$ cat config.mk
export PLATFORM = sky130hd
export DESIGN_NAME = stable_priority_queue
export DESIGN_NICKNAME = d
export VERILOG_FILES = /design/src/hdl/spq_pkg.sv /design/src/hdl/spq_front.sv /design/src/hdl/spq_back.sv /design/src/hdl/stable_priority_queue.sv
export VERILOG_INCLUDE_DIRS = /design/src /design/src/hdl
export SDC_FILE = /design/constraint.sdc
export NUM_CORES = 1
export LEC_CHECK = 0
export BUFFER_PORTS_ARGS = -buffer_cell sky130_fd_sc_hd__buf_2
export CAP_MARGIN = 20
export CELL_PAD_IN_SITES_DETAIL_PLACEMENT = 0
export CELL_PAD_IN_SITES_GLOBAL_PLACEMENT = 2
export CORE_MARGIN = 10
export CORE_UTILIZATION = 40
export CTS_CLUSTER_SIZE = 12
export DETAILED_ROUTE_END_ITERATION = 12
export PLACE_DENSITY = 0.85
export SLEW_MARGIN = 20
export SYNTH_ARGS = -nofsm -noshare
export SYNTH_HDL_FRONTEND = slang
export SYNTH_HIERARCHICAL = 1
export SYNTH_SLANG_ARGS = --single-unit
$ cat constraint.sdc
create_clock -name clk -period 14.5 [get_ports clk]
set_input_delay 2.175 -clock clk [delete_from_list [all_inputs] [get_ports clk]]
set_output_delay 2.175 -clock clk [all_outputs]
set_load 0.01 [all_outputs]
$ cat src/hdl/stable_priority_queue_assert.svh
// assertion macros for the stable priority queue, included by spq_back
// expects clk and rst_n in the scope of the module that includes it
`ifndef STABLE_PRIORITY_QUEUE_ASSERT_SVH
`define STABLE_PRIORITY_QUEUE_ASSERT_SVH

// same-cycle implication, disabled in reset
`define SPQ_ASSERT(lbl, ante, cons, msg) \
  lbl: assert property (@(posedge clk) disable iff (!rst_n) (ante) |-> (cons)) \
    else $error(msg);

// next-cycle implication, disabled in reset
`define SPQ_ASSERT_NEXT(lbl, ante, cons, msg) \
  lbl: assert property (@(posedge clk) disable iff (!rst_n) (ante) |=> (cons)) \
    else $error(msg);

`endif

$ cat src/hdl/spq_pkg.sv
// types, sizes and codes for the stable priority queue
// used by spq_front, spq_back and stable_priority_queue
package spq_pkg;

  localparam int DEPTH         = 16;
  localparam int PAYLOAD_WIDTH = 16;
  localparam int PRIO_W        = 8;
  localparam int CMD_W         = 2;
  localparam int STATUS_W      = 2;
  localparam int CNT_W         = $clog2(DEPTH + 1);
  localparam int FIFO_DEPTH    = 2;
  localparam int FIFO_PTR_W    = $clog2(FIFO_DEPTH);
  localparam int FIFO_FILL_W   = $clog2(FIFO_DEPTH + 1);

  localparam logic [CMD_W-1:0] CMD_ENQ     = 2'd0;
  localparam logic [CMD_W-1:0] CMD_HEAD    = 2'd1;
  localparam logic [CMD_W-1:0] CMD_EXACT   = 2'd2;
  localparam logic [CMD_W-1:0] CMD_ATLEAST = 2'd3;

  localparam logic [STATUS_W-1:0] ST_OK      = 2'd0;
  localparam logic [STATUS_W-1:0] ST_EMPTY   = 2'd1;
  localparam logic [STATUS_W-1:0] ST_NOMATCH = 2'd2;
  localparam logic [STATUS_W-1:0] ST_FULL    = 2'd3;

  typedef enum logic [1:0] {
    OP_ENQ,
    OP_HEAD,
    OP_EXACT,
    OP_ATLEAST
  } op_t;

  typedef struct packed {
    logic [CMD_W-1:0]         cmd;
    logic [PRIO_W-1:0]        priority_req;
    logic [PAYLOAD_WIDTH-1:0] payload;
  } in_t;

  typedef struct packed {
    logic [STATUS_W-1:0]      status;
    logic [PRIO_W-1:0]        out_priority;
    logic [PAYLOAD_WIDTH-1:0] out_payload;
    logic [CNT_W-1:0]         count;
  } out_t;

  // decoded command as it sits in the queue between front and back
  typedef struct packed {
    op_t                      op;
    logic [PRIO_W-1:0]        key;
    logic [PAYLOAD_WIDTH-1:0] payload;
  } q_item_t;

endpackage

$ cat src/hdl/spq_front.sv
// front end: takes input beats, decodes the command, buffers in a small fifo
// depends on spq_pkg
module spq_front (
  input  logic            clk,
  input  logic            rst_n,
  input  logic            in_valid,
  output logic            in_ready,
  input  spq_pkg::in_t    in_data,
  output logic            q_valid,
  input  logic            q_ready,
  output spq_pkg::q_item_t q_item
);

  spq_pkg::q_item_t                   slot_r [spq_pkg::FIFO_DEPTH];
  logic [spq_pkg::FIFO_PTR_W-1:0]     wr_ptr_r, wr_ptr_nxt;
  logic [spq_pkg::FIFO_PTR_W-1:0]     rd_ptr_r, rd_ptr_nxt;
  logic [spq_pkg::FIFO_FILL_W-1:0]    fill_r, fill_nxt;
  spq_pkg::q_item_t                   dec;
  logic                               push, pop;

  always_comb begin
    dec.key     = in_data.priority_req;
    dec.payload = in_data.payload;
    case (in_data.cmd)
      spq_pkg::CMD_ENQ:     dec.op = spq_pkg::OP_ENQ;
      spq_pkg::CMD_HEAD:    dec.op = spq_pkg::OP_HEAD;
      spq_pkg::CMD_EXACT:   dec.op = spq_pkg::OP_EXACT;
      spq_pkg::CMD_ATLEAST: dec.op = spq_pkg::OP_ATLEAST;
      default:              dec.op = spq_pkg::OP_ENQ;
    endcase
  end

  assign in_ready = (fill_r != spq_pkg::FIFO_FILL_W'(spq_pkg::FIFO_DEPTH));
  assign q_valid  = (fill_r != '0);
  assign q_item   = slot_r[rd_ptr_r];
  assign push     = in_valid && in_ready;
  assign pop      = q_valid && q_ready;

  always_comb begin
    wr_ptr_nxt = wr_ptr_r;
    rd_ptr_nxt = rd_ptr_r;
    fill_nxt   = fill_r;
    if (push) begin
      wr_ptr_nxt = (wr_ptr_r == spq_pkg::FIFO_PTR_W'(spq_pkg::FIFO_DEPTH - 1)) ?
                   '0 : wr_ptr_r + 1'b1;
    end
    if (pop) begin
      rd_ptr_nxt = (rd_ptr_r == spq_pkg::FIFO_PTR_W'(spq_pkg::FIFO_DEPTH - 1)) ?
                   '0 : rd_ptr_r + 1'b1;
    end
    if (push && !pop) begin
      fill_nxt = fill_r + 1'b1;
    end else if (pop && !push) begin
      fill_nxt = fill_r - 1'b1;
    end
  end

  always_ff @(posedge clk) begin
    if (!rst_n) begin
      wr_ptr_r <= '0;
      rd_ptr_r <= '0;
      fill_r   <= '0;
    end else begin
      wr_ptr_r <= wr_ptr_nxt;
      rd_ptr_r <= rd_ptr_nxt;
      fill_r   <= fill_nxt;
    end
  end

  always_ff @(posedge clk) begin
    if (push) begin
      slot_r[wr_ptr_r] <= dec;
    end
  end

endmodule

$ cat src/hdl/spq_back.sv
// back end: sorted entry cells, parallel compare, shift insert/remove, result register
// depends on spq_pkg and stable_priority_queue_assert.svh
`include "stable_priority_queue_assert.svh"

module spq_back (
  input  logic             clk,
  input  logic             rst_n,
  input  logic             q_valid,
  output logic             q_ready,
  input  spq_pkg::q_item_t q_item,
  output logic             out_valid,
  input  logic             out_ready,
  output spq_pkg::out_t    out_data
);

  typedef enum logic {
    ST_IDLE,
    ST_EXEC
  } state_t;

  state_t                             state_r, state_nxt;
  logic                               out_valid_r, out_valid_nxt;
  spq_pkg::out_t                      out_data_r, out_data_nxt;

  logic [spq_pkg::PRIO_W-1:0]         prio_r [spq_pkg::DEPTH];
  logic [spq_pkg::PRIO_W-1:0]         prio_nxt [spq_pkg::DEPTH];
  logic [spq_pkg::PAYLOAD_WIDTH-1:0]  pay_r [spq_pkg::DEPTH];
  logic [spq_pkg::PAYLOAD_WIDTH-1:0]  pay_nxt [spq_pkg::DEPTH];
  logic [spq_pkg::CNT_W-1:0]          cnt_r, cnt_nxt;

  // registered compare flags and the item under work
  logic [spq_pkg::DEPTH-1:0]          ge_r, ge_nxt;
  logic [spq_pkg::DEPTH-1:0]          eq_r, eq_nxt;
  spq_pkg::q_item_t                   item_r;

  logic                               pop;
  logic                               empty, full, found;
  logic [spq_pkg::DEPTH-1:0]          sel, ins, after_sel, after_ins;
  logic                               seen_eq, seen_sel, seen_ins;
  logic [spq_pkg::PRIO_W-1:0]         rm_prio;
  logic [spq_pkg::PAYLOAD_WIDTH-1:0]  rm_pay;

  assign pop       = q_valid && q_ready;
  assign q_ready   = (state_r == ST_IDLE) && (!out_valid_r || out_ready);
  assign out_valid = out_valid_r;
  assign out_data  = out_data_r;

  // a ge and an eq compare per cell against the incoming key, live cells only
  always_comb begin
    for (int i = 0; i < spq_pkg::DEPTH; i++) begin
      ge_nxt[i] = (spq_pkg::CNT_W'(i) < cnt_r) && (prio_r[i] >= q_item.key);
      eq_nxt[i] = (spq_pkg::CNT_W'(i) < cnt_r) && (prio_r[i] == q_item.key);
    end
  end

  always_ff @(posedge clk) begin
    if (pop) begin
      ge_r   <= ge_nxt;
      eq_r   <= eq_nxt;
      item_r <= q_item;
    end
  end

  // pick the cell to take out, or the slot to insert into
  always_comb begin
    empty   = (cnt_r == '0);
    full    = (cnt_r == spq_pkg::CNT_W'(spq_pkg::DEPTH));
    sel     = '0;
    ins     = '0;
    seen_eq = 1'b0;
    for (int i = 0; i < spq_pkg::DEPTH; i++) begin
      // ge flags form a prefix since cells are sorted
      ins[i] = !ge_r[i] && ((i == 0) || ge_r[(i == 0) ? 0 : i - 1]);
    end
    case (item_r.op)
      spq_pkg::OP_HEAD: begin
        sel[0] = !empty;
      end
      spq_pkg::OP_EXACT: begin
        for (int i = 0; i < spq_pkg::DEPTH; i++) begin
          sel[i]  = eq_r[i] && !seen_eq;
          seen_eq = seen_eq || eq_r[i];
        end
      end
      spq_pkg::OP_ATLEAST: begin
        for (int i = 0; i < spq_pkg::DEPTH; i++) begin
          sel[i] = ge_r[i] &&
                   ((i == spq_pkg::DEPTH - 1) ||
                    !ge_r[(i == spq_pkg::DEPTH - 1) ? i : i + 1]);
        end
      end
      default: begin
        sel = '0;
      end
    endcase
    found = |sel;
  end

  always_comb begin
    seen_sel  = 1'b0;
    seen_ins  = 1'b0;
    after_sel = '0;
    after_ins = '0;
    rm_prio   = '0;
    rm_pay    = '0;
    for (int i = 0; i < spq_pkg::DEPTH; i++) begin
      seen_sel     = seen_sel || sel[i];
      after_sel[i] = seen_sel;
      after_ins[i] = seen_ins;
      seen_ins     = seen_ins || ins[i];
      rm_prio      = rm_prio | (sel[i] ? prio_r[i] : '0);
      rm_pay       = rm_pay | (sel[i] ? pay_r[i] : '0);
    end
  end

  // next cell contents: shift up behind the insert point, down from the removed cell
  always_comb begin
    cnt_nxt = cnt_r;
    for (int i = 0; i < spq_pkg::DEPTH; i++) begin
      prio_nxt[i] = prio_r[i];
      pay_nxt[i]  = pay_r[i];
    end
    if (state_r == ST_EXEC) begin
      if (item_r.op == spq_pkg::OP_ENQ) begin
        if (!full) begin
          cnt_nxt = cnt_r + 1'b1;
          for (int i = 0; i < spq_pkg::DEPTH; i++) begin
            if (ins[i]) begin
              prio_nxt[i] = item_r.key;
              pay_nxt[i]  = item_r.payload;
            end else if (after_ins[i] && (i > 0)) begin
              prio_nxt[i] = prio_r[(i == 0) ? 0 : i - 1];
              pay_nxt[i]  = pay_r[(i == 0) ? 0 : i - 1];
            end
          end
        end
      end else if (found) begin
        cnt_nxt = cnt_r - 1'b1;
        for (int i = 0; i < spq_pkg::DEPTH - 1; i++) begin
          if (after_sel[i]) begin
            prio_nxt[i] = prio_r[i + 1];
            pay_nxt[i]  = pay_r[i + 1];
          end
        end
      end
    end
  end

  always_ff @(posedge clk) begin
    for (int i = 0; i < spq_pkg::DEPTH; i++) begin
      prio_r[i] <= prio_nxt[i];
      pay_r[i]  <= pay_nxt[i];
    end
  end

  always_ff @(posedge clk) begin
    if (!rst_n) begin
      cnt_r <= '0;
    end else begin
      cnt_r <= cnt_nxt;
    end
  end

  always_comb begin
    state_nxt     = state_r;
    out_valid_nxt = out_valid_r;
    out_data_nxt  = out_data_r;
    if (out_valid_r && out_ready) begin
      out_valid_nxt = 1'b0;
    end
    case (state_r)
      ST_IDLE: begin
        if (pop) begin
          state_nxt = ST_EXEC;
        end
      end
      ST_EXEC: begin
        state_nxt                 = ST_IDLE;
        out_valid_nxt             = 1'b1;
        out_data_nxt.out_priority = '0;
        out_data_nxt.out_payload  = '0;
        out_data_nxt.count        = cnt_nxt;
        if (item_r.op == spq_pkg::OP_ENQ) begin
          out_data_nxt.status = full ? spq_pkg::ST_FULL : spq_pkg::ST_OK;
        end else if (empty) begin
          out_data_nxt.status = spq_pkg::ST_EMPTY;
        end else if (!found) begin
          out_data_nxt.status = spq_pkg::ST_NOMATCH;
        end else begin
          out_data_nxt.status       = spq_pkg::ST_OK;
          out_data_nxt.out_priority = rm_prio;
          out_data_nxt.out_payload  = rm_pay;
        end
      end
      default: begin
        state_nxt = ST_IDLE;
      end
    endcase
  end

  always_ff @(posedge clk) begin
    if (!rst_n) begin
      state_r     <= ST_IDLE;
      out_valid_r <= 1'b0;
    end else begin
      state_r     <= state_nxt;
      out_valid_r <= out_valid_nxt;
    end
    out_data_r <= out_data_nxt;
  end

  `SPQ_ASSERT_NEXT(a_pop_to_exec, pop, state_r == ST_EXEC, "pop did not start execution")
  `SPQ_ASSERT(a_result_from_exec, $rose(out_valid_r), $past(state_r == ST_EXEC), "result without execution")
  `SPQ_ASSERT(a_count_bound, 1'b1, cnt_r <= spq_pkg::CNT_W'(spq_pkg::DEPTH), "entry count above depth")
  `SPQ_ASSERT_NEXT(a_count_idle, state_r == ST_IDLE, $stable(cnt_r), "count moved outside execution")

endmodule

$ cat src/hdl/stable_priority_queue.sv
// Stable priority queue of up to 16 entries, sorted by descending priority and
// oldest first among equal priorities. Each input beat yields exactly one result
// beat. Commands enter a two-beat decode fifo; the back end then takes each
// command through its idle and exec states: on accept it compares the key against
// every cell in parallel and registers the flags, then in exec it shifts the cells
// to insert or close the gap and loads the result register. The back end takes no
// new command in exec or while a result waits to be taken.
// depends on spq_pkg, spq_front and spq_back
module stable_priority_queue (
  input  logic          clk,
  input  logic          rst_n,
  input  logic          in_valid,
  output logic          in_ready,
  input  spq_pkg::in_t  in_data,
  output logic          out_valid,
  input  logic          out_ready,
  output spq_pkg::out_t out_data
);

  logic             q_valid;
  logic             q_ready;
  spq_pkg::q_item_t q_item;

  spq_front u_front (
    .clk      (clk),
    .rst_n    (rst_n),
    .in_valid (in_valid),
    .in_ready (in_ready),
    .in_data  (in_data),
    .q_valid  (q_valid),
    .q_ready  (q_ready),
    .q_item   (q_item)
  );

  spq_back u_back (
    .clk       (clk),
    .rst_n     (rst_n),
    .q_valid   (q_valid),
    .q_ready   (q_ready),
    .q_item    (q_item),
    .out_valid (out_valid),
    .out_ready (out_ready),
    .out_data  (out_data)
  );

endmodule

==> metrics.txt, run 1 <==
# TYPE chip_impl_metric gauge
chip_impl_metric{name="flow.area_growth_from_synthesis",unit="%"} 10.90
chip_impl_metric{name="max-slew-margin-rel",unit=""} 0.1900
chip_impl_metric{name="min_period",unit="ns"} 5.180
chip_impl_metric{name="drive_gt1_frac",unit=""} 0.1139
chip_impl_metric{name="die_area",unit="µm²"} 90500
chip_impl_metric{name="pin_count",unit=""} 63
chip_impl_metric{name="synth_sequential_area_ratio",unit=""} 0.5073
chip_impl_info{name="cp_slowest_cell",value="sky130_fd_sc_hd__buf_4"} 1
chip_impl_metric{name="seqCellArea",unit="µm²"} 16010
chip_impl_metric{name="clock-skew-final",unit="ns"} 0.01805
chip_impl_metric{name="post_cts.resized_instances",unit=""} 0
chip_impl_metric{name="layout_setup_ws",unit="ns"} 9.320
chip_impl_metric{name="critical-path-max-stage-delay",unit="ns"} 0.92
chip_impl_info{name="tritoncts",value="yes"} 1
chip_impl_metric{name="place_ws",unit="ns"} 9.123
chip_impl_metric{name="setup.reg_to_reg.worst_slack",unit="ns"} 9.32
chip_impl_metric{name="critical_path.max_fanout",unit=""} 270
chip_impl_metric{name="hold_buffers",unit=""} 0
chip_impl_metric{name="place_congestion",unit=""} 0.9577
chip_impl_metric{name="fin_tns_setup",unit="ns"} 0
chip_impl_info{name="clock_root_buffer",value="sky130_fd_sc_hd__clkbuf_16"} 1
chip_impl_metric{name="die-height",unit="µm"} 300.8
chip_impl_metric{name="place.port_buffers",unit=""} 62
chip_impl_metric{name="timing.final.max_slew_violations",unit=""} 0
chip_impl_metric{name="syn_avg_cell_area",unit="µm²"} 11.28
chip_impl_metric{name="grt_pass1_vias",unit=""} 23820
chip_impl_metric{name="grt_max_degree",unit=""} 271
chip_impl_metric{name="cts_made_buffers",unit=""} 66
chip_impl_metric{name="globalRouteOverflowTotal",unit=""} 0
chip_impl_metric{name="postSynth.asyncResetShare",unit=""} 0
chip_impl_metric{name="htree_levels",unit=""} 3
chip_impl_info{name="worstSetupStartpointType",value="register"} 1
chip_impl_metric{name="drt_first_iter_violations",unit=""} 3802
chip_impl_metric{name="clk_pin_slew_worst_paths",unit="ns"} 0.06
chip_impl_metric{name="p_per_area",unit="nW/µm²"} 251.7
chip_impl_metric{name="post_cts.repair.setup_buffers",unit=""} 0
chip_impl_metric{name="ys_types",unit=""} 69
chip_impl_metric{name="clock_path_buffers",unit=""} 3
chip_impl_metric{name="synth_fp_nets",unit=""} 2961
chip_impl_metric{name="core.rowCount",unit=""} 102
chip_impl_metric{name="post_synth_instance_area",unit="µm²"} 31550
chip_impl_metric{name="layout_worst_path_cycle_share",unit=""} 0.3572
chip_impl_metric{name="synth_seq_cells",unit=""} 537
chip_impl_metric{name="maxCapViolCount",unit=""} 0
chip_impl_metric{name="via_total_after_detailed_routing",unit=""} 24620
chip_impl_info{name="critical_path_class",value="reg2reg"} 1
chip_impl_info{name="worst_setup_path_end_kind",value="register"} 1
chip_impl_info{name="timing.critical_path.cells",value="clkinv_1, nand2_4, buf_4, buf_4, buf_12, o31ai_1"} 1
chip_impl_metric{name="num-fill-cells",unit=""} 7285
chip_impl_metric{name="total_leakage_power",unit="nW"} 13.92
chip_impl_metric{name="timing.critical_path.arrival",unit="ns"} 5.48
chip_impl_metric{name="multiInputGateArea",unit="µm²"} 14740
chip_impl_metric{name="drc",unit=""} 0
chip_impl_info{name="critPathMostFrequentCell",value="sky130_fd_sc_hd__buf_4"} 1
chip_impl_metric{name="grt_antenna_before_repair",unit=""} 1
chip_impl_metric{name="yosysWarnings",unit=""} 6
chip_impl_metric{name="max_freq",unit="GHz"} 0.1931
chip_impl_metric{name="place.detailed.hpwl",unit="µm"} 73350
chip_impl_metric{name="numClockSinks",unit=""} 537
chip_impl_metric{name="detailed_route_wire_length",unit="µm"} 110300
chip_impl_metric{name="detailedRoute.firstPassIterationCount",unit=""} 9
chip_impl_metric{name="vdd.ir_drop.worst",unit="µV"} 148.6
chip_impl_metric{name="synth_edf_count",unit=""} 525
chip_impl_info{name="min-delay-path-class",value="reg2reg"} 1
chip_impl_metric{name="netlist_instances",unit=""} 2798
chip_impl_metric{name="crit_path_required_time",unit="ns"} 14.80
chip_impl_metric{name="route.detailed.vias_per_inst",unit=""} 6.439
chip_impl_info{name="grt_setup_unrepaired",value="false"} 1
chip_impl_metric{name="setup_viol",unit=""} 0
chip_impl_metric{name="initial_utilization",unit=""} 0.4052
chip_impl_metric{name="number_of_nets_in_the_finished_design",unit=""} 2900
chip_impl_metric{name="final_hold_viol_count",unit=""} 0
chip_impl_metric{name="global_route_wire_length_before_repair",unit="µm"} 162300
chip_impl_info{name="run_status",value="complete, no violations"} 1
chip_impl_metric{name="max_slew.worst_pin.slew",unit="ns"} 1.214
chip_impl_metric{name="ant_cells",unit=""} 0
chip_impl_metric{name="worst_skew_pair_later_pin_latency",unit="ns"} 0.61
chip_impl_metric{name="antenna_left",unit=""} 0
chip_impl_metric{name="floorplan.core_area",unit="µm²"} 77850
chip_impl_metric{name="avgRoutedWirePerCell",unit="µm"} 28.84
chip_impl_info{name="primary_ff_master_synth",value="sky130_fd_sc_hd__edfxtp_1"} 1
chip_impl_metric{name="grt_use_total",unit=""} 0.2361
chip_impl_metric{name="fp.dieW",unit="µm"} 300.8
-- cells in the mapped netlist, types with 7 or more instances --
| cell type | count | share of area |
|---|---|---|
| sky130_fd_sc_hd__a211oi_1 | 19 | 0.0045 |
| sky130_fd_sc_hd__a21o_1 | 46 | 0.011 |
| sky130_fd_sc_hd__a21oi_1 | 34 | 0.0054 |
| sky130_fd_sc_hd__a221oi_1 | 26 | 0.0072 |
| sky130_fd_sc_hd__a222oi_1 | 48 | 0.015 |
| sky130_fd_sc_hd__a22o_1 | 26 | 0.0072 |
| sky130_fd_sc_hd__a22oi_1 | 73 | 0.017 |
| sky130_fd_sc_hd__a31oi_1 | 28 | 0.0056 |
| sky130_fd_sc_hd__and2_1 | 13 | 0.0026 |
| sky130_fd_sc_hd__and3_1 | 33 | 0.0065 |
| sky130_fd_sc_hd__and4_1 | 22 | 0.0061 |
| sky130_fd_sc_hd__buf_1 | 24 | 0.0029 |
| sky130_fd_sc_hd__buf_2 | 13 | 0.0021 |
| sky130_fd_sc_hd__clkbuf_1 | 204 | 0.024 |
| sky130_fd_sc_hd__dfxtp_1 | 12 | 0.0076 |
| sky130_fd_sc_hd__edfxtp_1 | 525 | 0.50 |
| sky130_fd_sc_hd__ha_1 | 133 | 0.053 |
| sky130_fd_sc_hd__inv_1 | 34 | 0.0040 |
| sky130_fd_sc_hd__mux2_2 | 49 | 0.017 |
| sky130_fd_sc_hd__mux2i_1 | 337 | 0.11 |
| sky130_fd_sc_hd__nand2_1 | 455 | 0.054 |
| sky130_fd_sc_hd__nand2b_1 | 39 | 0.0077 |
| sky130_fd_sc_hd__nand3_1 | 13 | 0.0021 |
| sky130_fd_sc_hd__nand4_1 | 33 | 0.0065 |
| sky130_fd_sc_hd__nor2_1 | 58 | 0.0069 |
| sky130_fd_sc_hd__nor2b_1 | 11 | 0.0022 |
| sky130_fd_sc_hd__nor3_1 | 19 | 0.0030 |
| sky130_fd_sc_hd__nor4_1 | 8 | 0.0016 |
| sky130_fd_sc_hd__o211ai_1 | 7 | 0.0017 |
| sky130_fd_sc_hd__o21a_1 | 11 | 0.0026 |
| sky130_fd_sc_hd__o21ai_0 | 39 | 0.0062 |
| sky130_fd_sc_hd__o31ai_1 | 339 | 0.081 |
-- metal layers --
metal,vias to the layer above,GRT usage,wire (µm)
li1,10810,-,-
met1,12170,0.3448,48050
met2,1465,0.3356,46170
met3,172,0.05677,12950
met4,0,0.08021,3104
met5,-,0,0
-- placed cells by master (no fill, tap or decap), types with 15 or more instances in the layout --
cell                        count
sky130_fd_sc_hd__nand4_1       33
sky130_fd_sc_hd__a222oi_1      48
sky130_fd_sc_hd__nor3_1        16
sky130_fd_sc_hd__ha_1         133
sky130_fd_sc_hd__buf_4         48
sky130_fd_sc_hd__o31ai_1      339
sky130_fd_sc_hd__a21o_1        46
sky130_fd_sc_hd__nand2_1      454
sky130_fd_sc_hd__clkbuf_1      18
sky130_fd_sc_hd__and4_1        22
sky130_fd_sc_hd__buf_2         62
sky130_fd_sc_hd__mux2_2        49
sky130_fd_sc_hd__and3_1        32
sky130_fd_sc_hd__inv_1         34
sky130_fd_sc_hd__a21oi_1       33
sky130_fd_sc_hd__nor2_1        51
sky130_fd_sc_hd__edfxtp_1     525
sky130_fd_sc_hd__a22oi_1       73
sky130_fd_sc_hd__a31oi_1       28
sky130_fd_sc_hd__a22o_1        26
sky130_fd_sc_hd__o21ai_0       39
sky130_fd_sc_hd__a211oi_1      15
sky130_fd_sc_hd__clkbuf_16     71
sky130_fd_sc_hd__a221oi_1      24
sky130_fd_sc_hd__mux2i_1      337
sky130_fd_sc_hd__nand2b_1      25
-- final timing paths --
| kind | endpoint | startpoint | cells past startpoint |
|---|---|---|---|
| max | u_back/pay_r[1][29] | u_back/item_r[24] | 6 |
| min | u_back/item_r[5] | u_front/slot_r[0][5] | 1 |
| max reg2reg | u_back/pay_r[1][29] | u_back/item_r[24] | 6 |
| min reg2reg | u_back/item_r[5] | u_front/slot_r[0][5] | 1 |
-- worst max-delay path, delay by kind of cell, from the launching register on --
| kind | cells | cell delay (ns) |
|---|---|---|
| buffers and inverters | 4 | 2.90 |
| DFF | 1 | 0.67 |
| AOI/OAI and AO/OA | 1 | 0.22 |
| and+or+nand+nor | 1 | 0.78 |
-- cells by family after synthesis --
kind of cell    synth area share
buf+inv                  0.03466
mux                       0.1244
fa+ha+maj                0.05275
flops                     0.5073
simple gates              0.1073
xor+xnor                0.001943
compound gates            0.1716
-- cell type report --
class                           count  share of cell area
Timing Repair Buffer              116             0.02192
Clock buffer                       89             0.05271
Inverter                           36            0.003862
Clock inverter                     26            0.005579
Tap cell                         1040             0.03719
Sequential cell                   537              0.4575
Multi-Input combinational cell   1980              0.4212
-- power by group --
| part | switching (mW) | internal [mW] |
|---|---|---|
| Clock | 0.666 | 0.942 |
| Sequential | 0.743 | 2.54 |
| Combinational | 2.51 | 1.40 |
| Total | 3.92 | 4.89 |
-- metrics by stage --
step | instances | area (µm²) | utilization | hold WS, ns | power, mW
finish | 3824 | 34990 | 0.4494 | 0.5477 | 8.807
global route | 3824 | 34990 | 0.4494 | 0.5569 | 9.238
CTS | 3822 | 34940 | 0.4488 | 0.5405 | 8.707
detailed placement | 3707 | 32900 | 0.4226 | 0.5341 | 7.087
global placement | 3706 | 32880 | 0.4223 | 0.5208 | 6.943
floorplan | 2798 | 31550 | - | 0.5124 | 5.563
-- sequential cells by signal, indices dropped and copies added, names as in the netlist, named ones only --
register / count
u_back/cnt_r: 5
u_back/eq_r: 16
u_back/ge_r: 16
u_back/item_r: 26
u_back/out_data: 31
u_back/out_valid: 1
u_back/pay_r: 256
u_back/prio_r: 128
u_back/state_r: 1
u_front/fill_r: 2
u_front/rd_ptr_r: 1
u_front/slot_r: 52
u_front/wr_ptr_r: 1
(Power assumes the default switching activity.)
==> inputs of run 2 (changes only) <==
ABC_AREA = 1   (was default)
PLACE_DENSITY = 0.89   (was 0.85)
clock period = 4.8 ns   (was 14.5 ns; I/O delays follow)
==> metrics.txt, run 2 <==
# TYPE chip_impl_metric gauge
chip_impl_metric{name="layout_worst_path_cycle_share",unit=""} 0.7827
chip_impl_info{name="min-delay-path-class",value="in2reg"} 1
chip_impl_metric{name="avgRoutedWirePerCell",unit="µm"} 22.09
chip_impl_metric{name="total_leakage_power",unit="nW"} 13.53
chip_impl_info{name="synth_top_cells_by_area",value="sky130_fd_sc_hd__edfxtp_1 (51%), sky130_fd_sc_hd__nand2_1 (8.6%), sky130_fd_sc_hd__nor2_1 (5.7%), sky130_fd_sc_hd__ha_1 (5.4%), sky130_fd_sc_hd__o21ai_0 (5.4%)"} 1
chip_impl_metric{name="core.rowCount",unit=""} 101
chip_impl_metric{name="synth_fp_nets",unit=""} 3564
chip_impl_metric{name="die_area",unit="µm²"} 88500
chip_impl_info{name="grt_setup_unrepaired",value="false"} 1
chip_impl_metric{name="min_period",unit="ns"} 3.757
chip_impl_info{name="clock_root_buffer",value="sky130_fd_sc_hd__clkbuf_16"} 1
chip_impl_metric{name="timing.final.max_slew_violations",unit=""} 0
chip_impl_info{name="worstSetupStartpointType",value="register"} 1
chip_impl_metric{name="clk_pin_slew_worst_paths",unit="ns"} 0.06
chip_impl_metric{name="antenna_left",unit=""} 0
chip_impl_metric{name="via_total_after_detailed_routing",unit=""} 24980
chip_impl_metric{name="place.detailed.hpwl",unit="µm"} 72220
chip_impl_metric{name="htree_levels",unit=""} 3
chip_impl_metric{name="setup_viol",unit=""} 0
chip_impl_metric{name="max_freq",unit="GHz"} 0.2662
chip_impl_metric{name="worst_skew_pair_later_pin_latency",unit="ns"} 0.62
chip_impl_metric{name="postSynth.asyncResetShare",unit=""} 0
chip_impl_metric{name="grt_pass1_vias",unit=""} 22990
chip_impl_info{name="worst_setup_path_end_kind",value="register"} 1
chip_impl_info{name="synth_common_cells",value="sky130_fd_sc_hd__nand2_1 (704), sky130_fd_sc_hd__edfxtp_1 (525), sky130_fd_sc_hd__nor2_1 (470)"} 1
chip_impl_metric{name="synth_edf_count",unit=""} 525
chip_impl_metric{name="die-height",unit="µm"} 297.5
chip_impl_metric{name="numClockSinks",unit=""} 537
chip_impl_metric{name="floorplan.core_area",unit="µm²"} 76080
chip_impl_metric{name="flow.area_growth_from_synthesis",unit="%"} 10.79
chip_impl_info{name="run_status",value="complete, no violations"} 1
chip_impl_metric{name="grt_max_degree",unit=""} 163
chip_impl_metric{name="synth_sequential_area_ratio",unit=""} 0.5197
chip_impl_metric{name="netlist_instances",unit=""} 3401
chip_impl_metric{name="yosysWarnings",unit=""} 6
chip_impl_info{name="critical_path_class",value="reg2reg"} 1
chip_impl_metric{name="critical_path.max_fanout",unit=""} 26
chip_impl_metric{name="route.detailed.vias_per_inst",unit=""} 5.614
chip_impl_metric{name="post_cts.resized_instances",unit=""} 0
chip_impl_metric{name="globalRouteOverflowTotal",unit=""} 0
chip_impl_metric{name="timing.critical_path.arrival",unit="ns"} 4.01
chip_impl_metric{name="synthDominantCellAreaShare",unit=""} 0.5119
chip_impl_metric{name="drive_gt1_frac",unit=""} 0.08713
chip_impl_info{name="registers.top_by_ff_count",value="u_back/pay_r"} 1
chip_impl_metric{name="grt_use_total",unit=""} 0.2145
chip_impl_metric{name="place.port_buffers",unit=""} 62
chip_impl_metric{name="drt_first_iter_violations",unit=""} 2731
chip_impl_metric{name="crit_path_required_time",unit="ns"} 5.05
chip_impl_metric{name="post-place-cells",unit=""} 4338
chip_impl_info{name="tritoncts",value="yes"} 1
chip_impl_metric{name="hold_buffers",unit=""} 0
chip_impl_metric{name="global_route_wire_length_before_repair",unit="µm"} 148300
chip_impl_metric{name="drc",unit=""} 0
chip_impl_metric{name="max-slew-margin-rel",unit=""} 0.3121
chip_impl_metric{name="instances_no_fill",unit=""} 4450
chip_impl_metric{name="detailedRoute.firstPassIterationCount",unit=""} 6
chip_impl_metric{name="place_congestion",unit=""} 0.8789
chip_impl_metric{name="max_slew.worst_pin.slew",unit="ns"} 1.029
chip_impl_metric{name="fin_total_pwr",unit="mW"} 27.13
chip_impl_info{name="most_common_cell_after_layout_fill_and_taps_aside",value="sky130_fd_sc_hd__nand2_1"} 1
chip_impl_metric{name="post_cts.repair.setup_buffers",unit=""} 0
chip_impl_metric{name="clock-skew-final",unit="ns"} 0.03435
chip_impl_metric{name="fin_tns_setup",unit="ns"} 0
chip_impl_metric{name="final_hold_viol_count",unit=""} 0
chip_impl_metric{name="pin_count",unit=""} 63
chip_impl_metric{name="post_synth_instance_area",unit="µm²"} 30800
chip_impl_metric{name="synth_seq_cells",unit=""} 537
chip_impl_metric{name="largest_register_ffs",unit=""} 256
chip_impl_metric{name="cts_made_buffers",unit=""} 66
chip_impl_metric{name="p_per_area",unit="nW/µm²"} 794.9
chip_impl_metric{name="grt_antenna_before_repair",unit=""} 0
chip_impl_info{name="primary_ff_master_synth",value="sky130_fd_sc_hd__edfxtp_1"} 1
chip_impl_metric{name="clock_path_buffers",unit=""} 3
chip_impl_metric{name="syn_avg_cell_area",unit="µm²"} 9.056
chip_impl_metric{name="maxCapViolCount",unit=""} 0
chip_impl_info{name="mostFrequentLayoutCells",value="sky130_fd_sc_hd__nand2_1 (703), sky130_fd_sc_hd__edfxtp_1 (525), sky130_fd_sc_hd__nor2_1 (455)"} 1
chip_impl_metric{name="ys_types",unit=""} 54
chip_impl_info{name="synthMostInstantiatedCell",value="sky130_fd_sc_hd__nand2_1"} 1
chip_impl_metric{name="finish.utilization",unit=""} 0.4486
chip_impl_metric{name="vdd.ir_drop.worst",unit="µV"} 431.6
chip_impl_metric{name="detailed_route_wire_length",unit="µm"} 98310
chip_impl_metric{name="ant_cells",unit=""} 0
chip_impl_metric{name="fp.dieW",unit="µm"} 297.5
chip_impl_info{name="reg.largest.list",value="u_back/pay_r (256), u_back/prio_r (128), u_front/slot_r (52)"} 1
chip_impl_metric{name="initial_utilization",unit=""} 0.4049
chip_impl_metric{name="number_of_nets_in_the_finished_design",unit=""} 3539
chip_impl_info{name="synth_top_area_cell",value="sky130_fd_sc_hd__edfxtp_1"} 1
chip_impl_metric{name="num-fill-cells",unit=""} 7433
==> run 2: per-stage QoR <==
step | instance area, µm² | worst slack, ns | hold WS, ns
final | 34120 | 1.043 | 0.2932
after floorplan | 30800 | 0.7339 | 0.4669
after global routing | 34120 | 0.6626 | 0.2758
after CTS | 34120 | 1.048 | 0.2644
after global placement | 32140 | 1.119 | 0.4809
after detailed placement | 32140 | 1.065 | 0.4881
==> run 2: path summary, 6_finish.rpt <==
| check | slack [ns] | depth (start not counted) | startpoint | end |
|---|---|---|---|---|
| worst max-delay path | 1.04 | 14 | u_back/eq_r[2] | u_back/prio_r[1][50] |
| worst max register to register | 1.04 | 14 | u_back/eq_r[2] | u_back/prio_r[1][50] |
| worst min register to register | 0.49 | 2 | u_front/rd_ptr_r | register |
| worst min-delay path | 0.29 | 1 | in_data[17] | u_front/slot_r[0][17] |
==> run 2: report_power, final <==
part | internal (mW) | switching, mW | total (mW)
logic | 3.86 | 8.81 | 12.7
clock network | 2.71 | 2.00 | 4.72
registers | 7.97 | 1.78 | 9.75
total | 14.5 | 12.6 | 27.1
==> run 2: cells by family after synthesis <==
kind of cell    after synthesis  share of synthesized area
xor+xnor                      3                  0.0008533
fa+ha+maj                   133                    0.05403
simple gates               1338                     0.1759
mux                          74                    0.02754
compound gates              798                     0.1555
buf+inv                     518                    0.06650
flops                       537                     0.5197
==> run 2: layout make-up <==
type	count	area, µm²	share of cell area
clock buffer	90	1784	0.05229
clock inverter	22	198.9	0.005830
tap	1030	1289	0.03777
multi-input combinational	2346	12900	0.3779
sequential	537	16010	0.4691
timing repair buffer	126	815.8	0.02391
inverter	299	1132	0.03318
==> run 2: per-layer routing <==
layer,up-vias,track usage,share of wire
met5,-,0,0
met3,126,0.03397,0.084
met4,0,0.04439,0.020
li1,11910,-,-
met1,11840,0.3311,0.48
met2,1107,0.3099,0.42
==> run 2: worst max-delay path: stages (launching register included) <==
cell	delay, ns
sky130_fd_sc_hd__edfxtp_1	0.43
sky130_fd_sc_hd__nor2_2	0.19
sky130_fd_sc_hd__nand2_1	0.06
sky130_fd_sc_hd__nor2_1	0.14
sky130_fd_sc_hd__nand4_1	0.14
sky130_fd_sc_hd__nor2_1	0.20
sky130_fd_sc_hd__nand4_1	0.13
sky130_fd_sc_hd__nor2_2	0.19
sky130_fd_sc_hd__nand2_1	0.09
sky130_fd_sc_hd__nand2_2	0.41
sky130_fd_sc_hd__nor2_2	0.19
sky130_fd_sc_hd__nand3_2	0.15
sky130_fd_sc_hd__nand3_4	0.37
sky130_fd_sc_hd__a211oi_4	0.31
sky130_fd_sc_hd__buf_4	0.37
